`config.mk`:
```
export PLATFORM = sky130hd
export DESIGN_NAME = lap_back_flat
export DESIGN_NICKNAME = d
export VERILOG_FILES = /design/src/rtl/laplacian_stencil_2d_core_defines.svh /design/src/rtl/lap_pkg.sv /design/src/rtl/lap_ifaces.sv /design/src/rtl/lap_back.sv /design/src/flat_wrapper.sv
export SDC_FILE = /design/constraint.sdc
export NUM_CORES = 2
export LEC_CHECK = 0
export ABC_AREA = 1
export BUFFER_PORTS_ARGS = -buffer_cell sky130_fd_sc_hd__buf_2
export CELL_PAD_IN_SITES_DETAIL_PLACEMENT = 0
export CELL_PAD_IN_SITES_GLOBAL_PLACEMENT = 1
export CORE_ASPECT_RATIO = 1.2
export CORE_MARGIN = 1.5
export CORE_UTILIZATION = 35
export CTS_CLUSTER_SIZE = 25
export DETAILED_ROUTE_END_ITERATION = 16
export PLACE_DENSITY = 0.75
export SKIP_CTS_REPAIR_TIMING = 1
export SLEW_MARGIN = 20
export SYNTH_ARGS = -nofsm -noshare
export SYNTH_HDL_FRONTEND = slang
export SYNTH_SLANG_ARGS = --single-unit
```
`constraint.sdc`:
```
create_clock -name clk -period 6.3 [get_ports clk]
set_input_delay 1.26 -clock clk [delete_from_list [all_inputs] [get_ports clk]]
set_output_delay 1.26 -clock clk [all_outputs]
set_load 0.01 [all_outputs]
```
`src/rtl/laplacian_stencil_2d_core_defines.svh`:
```
// Assertion macros shared by the Laplacian stencil RTL.
`ifndef LAPLACIAN_STENCIL_2D_CORE_DEFINES_SVH
`define LAPLACIAN_STENCIL_2D_CORE_DEFINES_SVH

// Same-cycle implication, disabled while reset is asserted.
`define LAP_ASSERT_IMP(lbl, ck, rn, ante, cons, msg) \
    lbl: assert property (@(posedge ck) disable iff (!(rn)) (ante) |-> (cons)) \
        else $error(msg);

// Next-cycle implication, disabled while reset is asserted.
`define LAP_ASSERT_NXT(lbl, ck, rn, ante, cons, msg) \
    lbl: assert property (@(posedge ck) disable iff (!(rn)) (ante) |=> (cons)) \
        else $error(msg);

`endif

```
`src/rtl/lap_pkg.sv`:
```
// Shared constants and types for the Laplacian stencil core.
package lap_pkg;

    localparam int COLS           = 64;
    localparam int ROWS           = 16;
    localparam int COL_W          = $clog2(COLS);
    localparam int ROW_W          = $clog2(ROWS);

    localparam int SAMPLE_W       = 16;
    localparam int WEIGHT_W       = 16;
    localparam int LAP_W          = 36;
    localparam int CELL_ROW_W     = 4;
    localparam int CELL_COL_W     = 6;
    localparam int TERM_W         = SAMPLE_W + 2;
    localparam int PROD_W         = TERM_W + WEIGHT_W + 1;

    localparam int STORE_DEPTH    = 3 * COLS;
    localparam int STORE_AW       = $clog2(STORE_DEPTH);
    localparam int SLOT_W         = 2;

    localparam int RES_PER_ITEM   = 3;
    localparam int RES_IDX_W      = $clog2(RES_PER_ITEM + 1);

    localparam int QDEPTH         = 4;
    localparam int Q_PTR_W        = $clog2(QDEPTH);
    localparam int Q_CNT_W        = $clog2(QDEPTH + 1);

    localparam int CFG_IDX_W      = 2;
    localparam int CFG_DATA_W     = 16;

    localparam logic [WEIGHT_W-1:0] WEIGHT_X_RESET = 16'd3969;
    localparam logic [WEIGHT_W-1:0] WEIGHT_Y_RESET = 16'd225;

    typedef enum logic [CFG_IDX_W-1:0] {
        REG_WEIGHT_X = 2'd0,
        REG_WEIGHT_Y = 2'd1
    } cfg_reg_e;

    // One result to compute: xt * weight_x + yt * weight_y.
    typedef struct packed {
        logic signed [TERM_W-1:0] xt;
        logic signed [TERM_W-1:0] yt;
        logic [ROW_W-1:0]         row;
        logic [COL_W-1:0]         col;
        logic                     last;
    } cell_op_t;

    // All results caused by one sample; valid ones form a prefix of length n.
    typedef struct packed {
        logic [RES_IDX_W-1:0]              n;
        cell_op_t [RES_PER_ITEM-1:0]       op;
    } job_t;

    typedef struct packed {
        logic full;
        logic avail;
    } q_status_t;

endpackage

```
`src/rtl/lap_ifaces.sv`:
```


interface lap_result_if import lap_pkg::*; ();
    logic                     valid;
    logic                     ready;
    logic signed [LAP_W-1:0]  lap_value;
    logic [CELL_ROW_W-1:0]    cell_row;
    logic [CELL_COL_W-1:0]    cell_col;
    logic                     frame_last;

    modport source (output valid, output lap_value, output cell_row, output cell_col,
                    output frame_last, input ready);
    modport sink   (input valid, input lap_value, input cell_row, input cell_col,
                    input frame_last, output ready);
endinterface


```
`src/rtl/lap_back.sv`:
```
// Back end: walks each job's results through multiply, add and output stages.
module lap_back import lap_pkg::*; (
    input  logic                clk,
    input  logic                rst_n,
    input  q_status_t           q_status,
    input  job_t                q_job,
    output logic                q_pop,
    input  logic [WEIGHT_W-1:0] weight_x,
    input  logic [WEIGHT_W-1:0] weight_y,
    lap_result_if.source        results
);

    job_t                      job_reg;
    logic                      job_v_reg;
    logic [RES_IDX_W-1:0]      idx_reg;
    logic                      m_v_reg;
    cell_op_t                  m_op_reg;
    logic                      p_v_reg;
    logic signed [PROD_W-1:0]  px_reg;
    logic signed [PROD_W-1:0]  py_reg;
    logic [ROW_W-1:0]          p_row_reg;
    logic [COL_W-1:0]          p_col_reg;
    logic                      p_last_reg;
    logic                      out_v_reg;
    logic signed [LAP_W-1:0]   lap_reg;
    logic [CELL_ROW_W-1:0]     row_reg;
    logic [CELL_COL_W-1:0]     col_reg;
    logic                      last_reg;

    logic out_free, p_go, p_free, m_go, m_free, issue, job_done, job_free;

    assign out_free = !out_v_reg || results.ready;
    assign p_go     = p_v_reg && out_free;
    assign p_free   = !p_v_reg || out_free;
    assign m_go     = m_v_reg && p_free;
    assign m_free   = !m_v_reg || p_free;
    assign issue    = job_v_reg && m_free;
    assign job_done = (idx_reg == job_reg.n - 1'b1);
    assign job_free = !job_v_reg || (issue && job_done);
    assign q_pop    = q_status.avail && job_free;

    assign results.valid      = out_v_reg;
    assign results.lap_value  = lap_reg;
    assign results.cell_row   = row_reg;
    assign results.cell_col   = col_reg;
    assign results.frame_last = last_reg;

    always_ff @(posedge clk or negedge rst_n)
    begin
        if (!rst_n)
        begin
            job_v_reg <= 1'b0;
            idx_reg   <= '0;
            m_v_reg   <= 1'b0;
            p_v_reg   <= 1'b0;
            out_v_reg <= 1'b0;
        end
        else
        begin
            if (q_pop)
            begin
                job_v_reg <= 1'b1;
                idx_reg   <= '0;
            end
            else if (issue)
            begin
                if (job_done)
                begin
                    job_v_reg <= 1'b0;
                end
                else
                begin
                    idx_reg <= idx_reg + 1'b1;
                end
            end

            if (issue)
            begin
                m_v_reg <= 1'b1;
            end
            else if (m_go)
            begin
                m_v_reg <= 1'b0;
            end

            if (m_go)
            begin
                p_v_reg <= 1'b1;
            end
            else if (p_go)
            begin
                p_v_reg <= 1'b0;
            end

            if (p_go)
            begin
                out_v_reg <= 1'b1;
            end
            else if (results.ready)
            begin
                out_v_reg <= 1'b0;
            end
        end
    end

    always_ff @(posedge clk)
    begin
        if (q_pop)
        begin
            job_reg <= q_job;
        end
        if (issue)
        begin
            m_op_reg <= job_reg.op[idx_reg];
        end
        if (m_go)
        begin
            px_reg     <= PROD_W'(m_op_reg.xt) * PROD_W'($signed({1'b0, weight_x}));
            py_reg     <= PROD_W'(m_op_reg.yt) * PROD_W'($signed({1'b0, weight_y}));
            p_row_reg  <= m_op_reg.row;
            p_col_reg  <= m_op_reg.col;
            p_last_reg <= m_op_reg.last;
        end
        if (p_go)
        begin
            lap_reg  <= LAP_W'(px_reg) + LAP_W'(py_reg);
            row_reg  <= CELL_ROW_W'(p_row_reg);
            col_reg  <= CELL_COL_W'(p_col_reg);
            last_reg <= p_last_reg;
        end
    end

endmodule

```
`src/flat_wrapper.sv`:
```
// flat-port wrapper written by rule: the top's interface ports become plain ports
module lap_back_flat import lap_pkg::*;
  (clk, rst_n, q_status, q_job, q_pop, weight_x, weight_y, results_valid, results_lap_value, results_cell_row, results_cell_col, results_frame_last, results_ready);
  lap_result_if results_i ();
  input  logic clk;
  input  logic rst_n;
  input  q_status_t q_status;
  input  job_t q_job;
  output logic q_pop;
  input  logic [WEIGHT_W-1:0] weight_x;
  input  logic [WEIGHT_W-1:0] weight_y;
  output wire logic [$bits(results_i.valid)-1:0] results_valid;
  output wire logic [$bits(results_i.lap_value)-1:0] results_lap_value;
  output wire logic [$bits(results_i.cell_row)-1:0] results_cell_row;
  output wire logic [$bits(results_i.cell_col)-1:0] results_cell_col;
  output wire logic [$bits(results_i.frame_last)-1:0] results_frame_last;
  input wire logic [$bits(results_i.ready)-1:0] results_ready;
  assign results_valid = results_i.valid;
  assign results_lap_value = results_i.lap_value;
  assign results_cell_row = results_i.cell_row;
  assign results_cell_col = results_i.cell_col;
  assign results_frame_last = results_i.frame_last;
  assign results_i.ready = results_ready;
  lap_back u_core (.clk(clk), .rst_n(rst_n), .q_status(q_status), .q_job(q_job), .q_pop(q_pop), .weight_x(weight_x), .weight_y(weight_y), .results(results_i));
endmodule
```
==> flow_metrics.py <==
metrics = {
    "detailed_routing": {
        "wirelength_mm": 91.2,
        "drc": 0,
        "drt_iter0_markers": 1084,
        "vias": 27500,
        "viasPerCell": 4.48,
        "wire_per_inst_um": 14.9,
        "antenna_left": 0,
        "dr.pass1.iters": 5,
    },
    "sta": {
        "finalSetupViolations": 0,
        "period_share": 0.956,
        "hold_slack_ns": 0.398,
        "setup_tns_ns": 0,
        "hold_violations": 0,
        "final_max_slew_viol_count": 0,
        "rsz0062_at_grt": "false",
        "min_period_ns": 6.02,
        "fmaxAchievable_mhz": 166,
        "worst_slew_pin_slew_ns": 0.961,
        "finalClockSkew_ns": 0.0375,
        "slew_headroom": 0.359,
    },
    "critical_path": {
        "critical_path_required_ns": 6.68,
        "startpoint": "weight_y[2]",
        "reg2reg_setup_slack_ns": 0.37,
        "cp-endpoint": "u_core.py_reg[24]$_DFFE_PP_",
        "startpoint_type": "input pin",
        "ff2ff_path_depth": 21,
        "cp.arrival_ns": 6.40,
        "worst-path-max-fanout": 9,
        "endpoint_kind": "flop",
        "r2r_start": "u_core.m_op_reg[16]$_DFFE_PP_",
        "timing.rr.end": "u_core.py_reg[18]$_DFFE_PP_",
        "path_class": "in2reg",
    },
    "grt": {
        "grt_pass1_vias": 29300,
        "grt_overflow": 0,
        "antenna_found_initial": 5,
        "grt.total_usage": 0.174,
        "grt_max_degree": 83,
        "grt_pass1_wl_mm": 150,
    },
    "logic_synthesis": {
        "ys.flop_type": "edfxtp_1",
        "syn_nets": 5356,
        "synth_edf_count": 318,
        "synth_area_mm2": 0.0374,
        "ys_types": 37,
        "syn_inst": 4376,
        "yosysWarnings": 0,
        "synth-seq-cells": 324,
        "avgSynthCellArea_um2": 8.55,
        "ys_seq_area_frac": 0.259,
        "async_reset_ff_frac": 0.0185,
    },
    "clock_network": {
        "clkSlewWorstSetupHoldPaths_ns": 0.06,
        "htreeDepth": 2,
        "clock_sinks": 324,
        "cts_tree": "yes",
        "cts_root_buf": "clkbuf_16",
        "clk_latency_ns": 0.57,
        "cts_inserted_buffers": 37,
        "clockBufferDepth": 3,
    },
    "die": {
        "start_util": 0.352,
        "coreArea_mm2": 0.106,
        "die_y_um": 361,
        "row_count": 131,
        "dieWidth_um": 301,
        "die_area_mm2": 0.109,
        "num_io_pins": 229,
    },
    "final_layout": {
        "final_cell_mix": "inv_1, nand2_1, fa_1, edfxtp_1, buf_2",
        "synthToLayoutAreaGrowth_pct": 14.4,
        "drive_gt1_frac": 0.118,
        "multi_input_area_mm2": 0.0225,
        "largest_reg_flops": 143,
        "mostFrequentLayoutCell": "inv_1",
        "seqCellArea_mm2": 0.00970,
        "nNetsFinal": 5690,
        "design_area_mm2": 0.0428,
        "fill_cells": 10800,
    },
    "place": {
        "numPortBuffers": 227,
        "placed_area_mm2": 0.0416,
        "place_hpwl_mm": 78.0,
        "gp_congestion": 0.888,
    },
    "run": {
        "drv_cap": 0,
    },
    "min_path": {
        "min_path_type": "reg2reg",
    },
    "run_status": {
        "status": "finished, final reports clean",
    },
}
[worst max-delay path, cell delays in order]
cell	delay, ns
clkbuf_4	0.19
nand2_1	0.14
buf_4	0.18
fa_1	0.51
fa_1	0.52
fa_1	0.52
inv_1	0.05
fa_1	0.48
fa_1	0.49
inv_1	0.05
fa_1	0.50
inv_1	0.05
ha_1	0.35
nand2_1	0.09
buf_4	0.14
nor2_1	0.16
nand2_1	0.17
inv_1	0.11
nand3_1	0.08
nand3_1	0.15
xor2_2	0.21
[cell usage after synthesis (2+ instances only)]
cell type	instances	area share
buf_1	5	0.00050
xnor2_1	11	0.0026
o21ai_2	2	0.00047
inv_1	1230	0.12
clkbuf_1	145	0.015
o21ai_1	9	0.0012
or2_2	3	0.00050
o21a_1	2	0.00040
a21oi_1	91	0.012
nand2_2	9	0.0015
nand3_1	141	0.019
nand4_1	22	0.0037
nand2_1	1150	0.12
dfrtp_1	6	0.0040
xor2_1	47	0.011
nor3_2	4	0.0011
edfxtp_1	318	0.26
nor2_2	5	0.00084
nor3_1	18	0.0024
fa_1	587	0.31
o21ai_0	125	0.017
ha_1	213	0.071
o21bai_1	18	0.0036
a31oi_1	4	0.00067
nor4_1	3	0.00050
nand3b_1	5	0.0010
nor2_1	179	0.018
buf_2	11	0.0015
nand3_2	5	0.0013
[cell type report]
type,count,area share
diodes,2,0.000117
multi-input cells,2659,0.526
well taps,1396,0.0408
clock inverters,20,0.00500
clock buffers,48,0.0228
flip-flops and latches,324,0.227
inverters,1231,0.108
repair buffers,457,0.0708
[how the worst min path moves through the flow]
stage          slack [ns]  cells past startpoint                           from                              endpoint
2_1_floorplan        0.40                      0   u_core.m_op_reg[1]$_DFFE_PP_         u_core.p_col_reg[0]$_DFFE_PP_
3_3_place_gp         0.40                      0  u_core.p_col_reg[2]$_DFFE_PP_  u_core.results.cell_col[2]$_DFFE_PP_
3_5_place_dp         0.40                      0   u_core.m_op_reg[9]$_DFFE_PP_         u_core.p_row_reg[2]$_DFFE_PP_
4_1_cts              0.38                      0  u_core.p_col_reg[1]$_DFFE_PP_  u_core.results.cell_col[1]$_DFFE_PP_
5_1_grt              0.41                      0  u_core.p_col_reg[1]$_DFFE_PP_  u_core.results.cell_col[1]$_DFFE_PP_
6_report             0.40                      0  u_core.p_col_reg[1]$_DFFE_PP_  u_core.results.cell_col[1]$_DFFE_PP_
[cells by family after synthesis]
group | share of synthesized area
DFF | 0.259
adders and majority gates | 0.385
xor gates and xnor gates | 0.0136
AOI/OAI and AO/OA | 0.0359
buffers and inverters | 0.140
and+or+nand+nor | 0.166
[per-stage QoR]
step / setup slack (ns) / instances / util
after floorplan: -0.00481 / 4376 / -
after global placement: -0.346 / 6067 / 0.392
after detailed placement: -0.387 / 6067 / 0.392
after CTS: 0.180 / 6135 / 0.403
after global routing: 0.0103 / 6137 / 0.403
final: 0.279 / 6137 / 0.403
[metal layers]
layer	global-route usage	part of all wire
met5	0	0.00018
met4	0.0481	0.027
met3	0.0171	0.036
met2	0.317	0.52
met1	0.216	0.42
Power is not shown: default switching activity piles up to over one toggle a cycle in this logic, so the estimate is an artifact.
