<file path="config.mk">
export PLATFORM = sky130hd
export DESIGN_NAME = lap_queue
export DESIGN_NICKNAME = d
export VERILOG_FILES = /design/src/rtl/laplacian_stencil_2d_core_defines.svh /design/src/rtl/lap_pkg.sv /design/src/rtl/lap_queue.sv
export SDC_FILE = /design/constraint.sdc
export NUM_CORES = 1
export LEC_CHECK = 0
export BUFFER_PORTS_ARGS = -buffer_cell sky130_fd_sc_hd__buf_2
export CAP_MARGIN = 20
export CORE_MARGIN = 10
export CORE_UTILIZATION = 25
export DETAILED_ROUTE_END_ITERATION = 12
export GPL_TIMING_DRIVEN = 0
export PLACE_DENSITY_LB_ADDON = 0.25
export SYNTH_ARGS = -nofsm -noshare
export SYNTH_HDL_FRONTEND = slang
export SYNTH_SLANG_ARGS = --single-unit
</file>
<file path="constraint.sdc">
create_clock -name clk -period 6.81 [get_ports clk]
set_input_delay 0.3405 -clock clk [delete_from_list [all_inputs] [get_ports clk]]
set_output_delay 0.3405 -clock clk [all_outputs]
set_load 0.02 [all_outputs]
</file>
<file path="src/rtl/laplacian_stencil_2d_core_defines.svh">
// Assertion macros shared by the Laplacian stencil RTL.
`ifndef LAPLACIAN_STENCIL_2D_CORE_DEFINES_SVH
`define LAPLACIAN_STENCIL_2D_CORE_DEFINES_SVH

// Same-cycle implication, disabled while reset is asserted.
`define LAP_ASSERT_IMP(lbl, ck, rn, ante, cons, msg) \
    lbl: assert property (@(posedge ck) disable iff (!(rn)) (ante) |-> (cons)) \
        else $error(msg);

// Next-cycle implication, disabled while reset is asserted.
`define LAP_ASSERT_NXT(lbl, ck, rn, ante, cons, msg) \
    lbl: assert property (@(posedge ck) disable iff (!(rn)) (ante) |=> (cons)) \
        else $error(msg);

`endif

</file>
<file path="src/rtl/lap_pkg.sv">
// Shared constants and types for the Laplacian stencil core.
package lap_pkg;

    localparam int COLS           = 64;
    localparam int ROWS           = 16;
    localparam int COL_W          = $clog2(COLS);
    localparam int ROW_W          = $clog2(ROWS);

    localparam int SAMPLE_W       = 16;
    localparam int WEIGHT_W       = 16;
    localparam int LAP_W          = 36;
    localparam int CELL_ROW_W     = 4;
    localparam int CELL_COL_W     = 6;
    localparam int TERM_W         = SAMPLE_W + 2;
    localparam int PROD_W         = TERM_W + WEIGHT_W + 1;

    localparam int STORE_DEPTH    = 3 * COLS;
    localparam int STORE_AW       = $clog2(STORE_DEPTH);
    localparam int SLOT_W         = 2;

    localparam int RES_PER_ITEM   = 3;
    localparam int RES_IDX_W      = $clog2(RES_PER_ITEM + 1);

    localparam int QDEPTH         = 4;
    localparam int Q_PTR_W        = $clog2(QDEPTH);
    localparam int Q_CNT_W        = $clog2(QDEPTH + 1);

    localparam int CFG_IDX_W      = 2;
    localparam int CFG_DATA_W     = 16;

    localparam logic [WEIGHT_W-1:0] WEIGHT_X_RESET = 16'd3969;
    localparam logic [WEIGHT_W-1:0] WEIGHT_Y_RESET = 16'd225;

    typedef enum logic [CFG_IDX_W-1:0] {
        REG_WEIGHT_X = 2'd0,
        REG_WEIGHT_Y = 2'd1
    } cfg_reg_e;

    // One result to compute: xt * weight_x + yt * weight_y.
    typedef struct packed {
        logic signed [TERM_W-1:0] xt;
        logic signed [TERM_W-1:0] yt;
        logic [ROW_W-1:0]         row;
        logic [COL_W-1:0]         col;
        logic                     last;
    } cell_op_t;

    // All results caused by one sample; valid ones form a prefix of length n.
    typedef struct packed {
        logic [RES_IDX_W-1:0]              n;
        cell_op_t [RES_PER_ITEM-1:0]       op;
    } job_t;

    typedef struct packed {
        logic full;
        logic avail;
    } q_status_t;

endpackage

</file>
<file path="src/rtl/lap_queue.sv">
// Job queue between the front end and the arithmetic back end.
module lap_queue import lap_pkg::*; (
    input  logic      clk,
    input  logic      rst_n,
    input  logic      push,
    input  job_t      push_job,
    input  logic      pop,
    output job_t      pop_job,
    output q_status_t status
);

    job_t               mem_reg [QDEPTH];
    logic [Q_PTR_W-1:0] wr_ptr_reg;
    logic [Q_PTR_W-1:0] rd_ptr_reg;
    logic [Q_CNT_W-1:0] count_reg;
    logic               do_push;
    logic               do_pop;

    assign status.full  = (count_reg == Q_CNT_W'(QDEPTH));
    assign status.avail = (count_reg != '0);
    assign do_push      = push && !status.full;
    assign do_pop       = pop && status.avail;
    assign pop_job      = mem_reg[rd_ptr_reg];

    always_ff @(posedge clk or negedge rst_n)
    begin
        if (!rst_n)
        begin
            wr_ptr_reg <= '0;
            rd_ptr_reg <= '0;
            count_reg  <= '0;
        end
        else
        begin
            if (do_push)
            begin
                wr_ptr_reg <= (wr_ptr_reg == Q_PTR_W'(QDEPTH - 1)) ? '0 : wr_ptr_reg + 1'b1;
            end
            if (do_pop)
            begin
                rd_ptr_reg <= (rd_ptr_reg == Q_PTR_W'(QDEPTH - 1)) ? '0 : rd_ptr_reg + 1'b1;
            end
            if (do_push && !do_pop)
            begin
                count_reg <= count_reg + 1'b1;
            end
            else if (do_pop && !do_push)
            begin
                count_reg <= count_reg - 1'b1;
            end
        end
    end

    always_ff @(posedge clk)
    begin
        if (do_push)
        begin
            mem_reg[wr_ptr_reg] <= push_job;
        end
    end

endmodule

</file>
==> key figures, run 1 <==
Drt
  – DRC violations left: 0
  – Total vias in the final route: slightly above 10,000
  – Max layer used: met5
  – DR pass1 iterations: 4
  – Wl on met1: just over 20 mm
  – DRT Wirelength: ~50 mm
  – Met3 WL: between 2 and 3 mm
  – Violation count after the first detailed-route iteration: roughly 580
  – Routed Antenna Nets: 0
  – WL/cell: 20.6 um
  – Metal2 WL: 25.4 mm
  – Vias per Instance: 4.17

Logic synthesis
  – Post-synth ARST share: 1.21%
  – Yosys warns: 0
  – Post-synthesis instance total: between 700 and 800
  – Synth cell count leaders: 572 x edfxtp_1, 143 x mux4_2, 17 x buf_2
  – Synth area leader: edfxtp_1
  – Most numerous cell in the Yosys netlist: edfxtp_1
  – Yosys cell types: 19
  – Synthesized area: 21,000 sq um
  – Number of synthesized flops with an enable pin: about 570
  – Post-synthesis area per instance: 26.8 sq um
  – Post-synth net total: 938
  – Main flop type after synthesis: edfxtp_1
  – Seq/Total Area, Yosys: 82.5%
  – Most area-consuming cells after synthesis: edfxtp_1 82%, mux4_2 15%, dfrtp_1 0.83%, buf_2 0.40%, buf_6 0.38%
  – Number of synthesized register bits: approximately 580
  – Yosys top cell area share: around four fifths

Die
  – Top Ports: 292
  – Width of the die: 310 um
  – DIE AREA: 96,100 sq um
  – Die Y: between 300 and 400 um
  – Core Rows: between 100 and 150
  – Initial core utilization: 25.2%
  – Core footprint: 83,600 sq um

Setup path
  – CP Capture Type: primary output
  – Setup crit end: pop_job[141]
  – Reg2reg path depth: 4
  – Crit path from: rd_ptr_reg[1]$_DFFE_PN0P_
  – WP data required: 6.47 ns
  – CP Launch Type: flop
  – Reg2reg setup slack: between 4 and 5 ns
  – Worst setup path class: flop to primary output
  – R2R Path End: mem_reg[0][55]$_DFFE_PP_
  – Data arrival, critical path: approximately 2.7 ns
  – FF-to-FF Start: count_reg[2]$_DFFE_PN0P_
  – Crit-path max FO: 10

Cells and area
  – P&R area growth vs syn: 31.7%
  – Final Net Count: between 1,000 and 1,500
  – Max FFs per register: 572
  – Core Util, Final: 33.1%
  – Layout cells sized above 1: 42.2%

STA
  – Final count of hold timing violations: 0
  – Final critical-path required period: 3.03 ns
  – Slew Viols, Final: 0
  – Least-Margin Pin Slew: 0.872 ns
  – Rel. slew slack: 41.9%
  – Final period util: 44.5%
  – Final setup margin: 3.78 ns
  – Fin Clk Skew: 0.0144 ns
  – Setup TNS: 0 ns
  – # setup viols final: 0
  – RSZ-0062 raised after global routing: false
  – F_max: ~330 MHz
  – Fin Hold WS: between 0.1 and 0.15 ns

Pwr
  – Power Total: about 0.012 W
  – Cell Pwr Density: 443 nW/um^2
  – Max VDD drop: ~240 uV
  – P_leak: 9.35 nW

Clocking
  – Worst-case clock buffer depth: 3
  – Post_cts resized: 0
  – Clock sinks: 579
  – Clock buffer count from CTS: 67
  – Clock Latency Late Sink: 0.59 ns
  – CTS clock-pin slew for the worst setup and hold paths: 0.05 ns
  – CTS tree: done
  – CTS root buffer: clkbuf_16
  – H-Tree Depth: 3

Place
  – RePlAce Congestion: approximately 0.66
  – Place WS: 4.14 ns
  – Count of input and output buffers: 291
  – DP HPWL: 32.2 mm

Status
  – Run status: finished, final reports clean

Global routing
  – Total grt overflow: 0
  – Vias in the first global route: 11,500
  – Initial antenna violation count: 6
  – First-pass GRT wire length: 74.1 mm
  – Largest net degree at the start of global routing: a little over 50
  – Total Routing Usage GR: around a tenth

Flow run
  – Max-cap viol count: 0

Hold path
  – Min-delay worst type: input port to async pin
## how the worst min path moves through the flow
stage	start	end	slack, ns	depth (start not counted)
after floorplan	rst_n	count_reg[0]$_DFFE_PN0P_	0.04	0
after global placement	rst_n	wr_ptr_reg[0]$_DFFE_PN0P_	0.19	1
after detailed placement	rst_n	wr_ptr_reg[0]$_DFFE_PN0P_	0.19	1
after CTS	rst_n	wr_ptr_reg[0]$_DFFE_PN0P_	0.07	2
after global routing	rst_n	count_reg[1]$_DFFE_PN0P_	0.12	2
final	rst_n	count_reg[1]$_DFFE_PN0P_	0.12	2
## report_power, final
part | switching [W] | total, W | internal (W) | leakage, nW
sequential | 0.000133 | 0.00483 | 0.00470 | 5.32
clock | 0.00138 | 0.00339 | 0.00201 | 0.992
combinational | 0.00246 | 0.00404 | 0.00158 | 3.03
## kinds of logic (layout without fill, tap and decap cells)
family	Yosys count	count (layout)	synth area share, %
adder cells (fa/ha/maj)	7	7	0.452
XOR/XNOR	3	3	0.125
flip-flops	579	579	82.5
other	0	4	0
multiplexers	148	148	15.6
AND/OR/NAND/NOR	12	12	0.292
buffers and inverters	35	598	0.994
## cells in the final DEF, fill, tap and decap left out, types with 3 or more instances in the layout
cell           synthesis  routed
and2_4                 0       3
buf_12                 0       5
buf_16                 0       8
buf_2                 17     308
buf_6                  7       7
bufinv_16              0       5
clkbuf_1               7      24
clkbuf_16              0      67
clkinv_1               0      10
clkinv_2               0       5
clkinvlp_4             0       3
dfrtp_1                7       7
diode_2                0       4
dlygate4sd3_1          0     144
edfxtp_1             572     572
ha_1                   6       6
inv_1                  3       3
inv_6                  0       4
mux2_2                 5       5
mux4_2               143     143
nor2_1                 4       3
## repair_timing
item                      in CTS  in global routing
hold buffers                 144                  0
setup buffers                  0                  0
hold endpoints to repair     579                  0
## final cells by class
class	instances	area (sq um)
fillers	7950	55900
flip-flops and latches	579	17400
multi-input cells	170	3470
repair buffers	448	3220
clock buffers	84	1740
well taps	1080	1350
clock inverters	31	320
plain buffers	32	198
inverters	3	11.3
diodes	4	10.0
## routing by layer
metal  GRT usage (%)  vias to the layer above
met2            17.6                      252
met5               0                        -
met1            12.7                     5355
met4            3.86                        4
met3            2.58                       83
li1                -                     4455
## stage by stage
stage          instance area [sq um]  cells
6_report                       27700   2431
5_1_grt                        27700   2429
4_1_cts                        27700   2427
3_5_place_dp                   24200   2168
3_3_place_gp                   23800   2155
2_1_floorplan                  21000    784
## worst max-delay path: stages, from the launching register on
cell and delay [ns]:
dfrtp_1 0.34, buf_2 0.33, clkbuf_1 0.66, mux4_2 0.54, buf_2 0.21
(Power assumes the default switching activity.)
==> run 2, diff against run 1 <==
==> constraint.sdc (replaced) <==
create_clock -name clk -period 2.6 [get_ports clk]
set_input_delay 0.13 -clock clk [delete_from_list [all_inputs] [get_ports clk]]
set_output_delay 0.13 -clock clk [all_outputs]
set_load 0.02 [all_outputs]
==> run 2 against run 1 <==
Non-clock buffer count rose by 6. Design area increased by 1.1%. Utilization grew 0.38 points. Sequential power rose to 2.6 times the previous value. Sequential share of layout area is 0.71 points lower. Clock skew increased by 0.0068 ns. Largest cell class unchanged.
==> key figures, run 2 (synthesis gave the netlist of run 1 again) <==
Status
  – Run status: finished, final reports clean

Clocking
  – Worst-case clock buffer depth: 3
  – CTS tree: done
  – Clock sinks: approximately 580
  – CTS clock-pin slew for the worst setup and hold paths: 0.06 ns
  – CTS root buffer: clkbuf_16
  – H-Tree Depth: 3
  – Post-CTS setup buffers: 0
  – Clock Latency Late Sink: roughly 0.58 ns
  – Clock buffer count from CTS: 69

Die
  – Top Ports: 292
  – Initial core utilization: 25.2%
  – Core footprint: between 80,000 and 90,000 sq um
  – DIE AREA: about 96,000 sq um
  – Core Rows: 106
  – Width of the die: 310 um
  – Die Y: 310 um

Global routing
  – Vias in the first global route: about 12,000
  – Total grt overflow: 0
  – Total Routing Usage GR: a little over a tenth
  – First-pass GRT wire length: 75.0 mm
  – Largest net degree at the start of global routing: 50
  – Initial antenna violation count: 6

Drt
  – Routed Antenna Nets: 0
  – Total vias in the final route: 10,300
  – DRT Wirelength: 51.1 mm
  – Violation count after the first detailed-route iteration: 465
  – Vias per Instance: 4.19
  – DRC violations left: 0
  – DR pass1 iterations: 4
  – WL/cell: 20.9 um

STA
  – # setup viols final: 0
  – Final period util: 94.1%
  – F_max: just over 400 MHz
  – RSZ-0062 raised after global routing: false
  – Fin Clk Skew: 0.0212 ns
  – Least-Margin Pin Slew: 0.499 ns
  – Slew Viols, Final: 0
  – Fin Hold WS: 0.282 ns
  – Rel. slew slack: 66.7%
  – Final count of hold timing violations: 0
  – Final critical-path required period: about 2.4 ns

Pwr
  – P_leak: 9.50 nW
  – Pint: between 0.02 and 0.025 W
  – Max VDD drop: 680 uV
  – Seq pwr share: between 30% and 40%
  – NetSw: 0.0106 W
  – Clock share of power: 28.3%
  – Combinational share of power: 33.1%
  – Net Sw Frac: around a third
  – Cell Pwr Density: 1170 nW/um^2

Cells and area
  – Max FFs per register: 572
  – Most common cell after layout, fill and taps aside: edfxtp_1
  – Core Util, Final: 33.5%
  – P&R area growth vs syn: 33.2%
  – Commonest non-fill, non-tap cells in the layout: 572 x edfxtp_1, 293 x buf_2, 147 x dlygate4sd3_1
  – Final Net Count: around 1,500
  – Layout cells sized above 1: 43.4%

Place
  – RePlAce Congestion: 0.656
  – Count of input and output buffers: between 200 and 300
  – DP HPWL: 33.0 mm

Setup path
  – CP Launch Type: flop
  – Crit-path max FO: 10
  – WP data required: 2.47 ns
  – Worst setup path class: flop to primary output
  – Data arrival, critical path: 2.32 ns
  – CP Capture Type: primary output

Hold path
  – Min-delay worst type: input port to flop

Flow run
  – Max-cap viol count: 0
run 2: changes by cell type in the layout (fill, tap and decap cells not counted), moves of 5 or more:
cell	before	now
clkbuf_1	24	13
clkbuf_4	0	5
clkinv_1	10	16
clkbuf_2	0	7
buf_4	1	9
buf_2	308	293
run 2: timing repair:
action	CTS	global route
endpoints found under the setup margin	133	221
pin swaps	0	3
gates resized for setup	18	12
hold buffers	147	0
cloned	0	3
hold endpoints to repair	586	0
run 2: area by class of cell:
class,count,area (sq um)
diodes,4,10.0
plain buffers,32,267
clock buffers,83,1800
clock inverters,39,382
fillers,7948,55600
inverters,3,11.3
multi-input cells,173,3510
flip-flops and latches,579,17400
well taps,1080,1350
repair buffers,454,3310
run 2: worst paths after layout:
kind	from	to	slack (ns)	cells past startpoint
min in group asynchronous	rst_n	count_reg[2]$_DFFE_PN0P_	0.53	3
min reg2reg	count_reg[2]$_DFFE_PN0P_	count_reg[2]$_DFFE_PN0P_	0.48	1
max	rd_ptr_reg[0]$_DFFE_PN0P_	pop_job[107]	0.15	5
max reg2reg	count_reg[2]$_DFFE_PN0P_	mem_reg[2][68]$_DFFE_PP_	0.20	5
max in group asynchronous	rst_n	rd_ptr_reg[1]$_DFFE_PN0P_	1.80	3
min	push_job[45]	mem_reg[0][45]$_DFFE_PP_	0.28	2
run 2: worst max-delay path, stage by stage, from the launching register on:
cell and delay, ns:
dfrtp_1 0.37, buf_8 0.20, buf_8 0.21, buf_6 0.22, mux4_2 0.54, buf_2 0.18
run 2: per-stage QoR:
stage	total power (W)	TNS (ns)	cells	setup WS [ns]	cell area (sq um)
after floorplan	0.0195	-242.61	784	-0.570	21000
after global placement	0.0236	-1219.33	2155	-2.84	23900
final	0.0328	0	2447	0.153	28000
after detailed placement	0.0238	0	2171	0.0224	24200
after CTS	0.0335	-0.157	2440	-0.0211	27900
after global routing	0.0345	0	2445	0.000000666	28000
run 2: metal layers:
metal	share of wire, %	vias up	global-route usage (%)
li1	-	4505	-
met1	41	5409	12.5
met2	50	253	17.7
met3	7.4	85	3.21
met4	2.3	6	3.59
met5	0.068	-	0
run 2: power groups by stage:
| stage | Combinational (W) | Clock [W] | Sequential (W) |
|---|---|---|---|
| detailed placement | 0.0109 | 0 | 0.0129 |
| global route | 0.0117 | 0.0100 | 0.0128 |
| CTS | 0.0112 | 0.00962 | 0.0127 |
| floorplan | 0.00664 | 0 | 0.0128 |
| global placement | 0.0106 | 0 | 0.0130 |
| finish | 0.0108 | 0.00927 | 0.0126 |
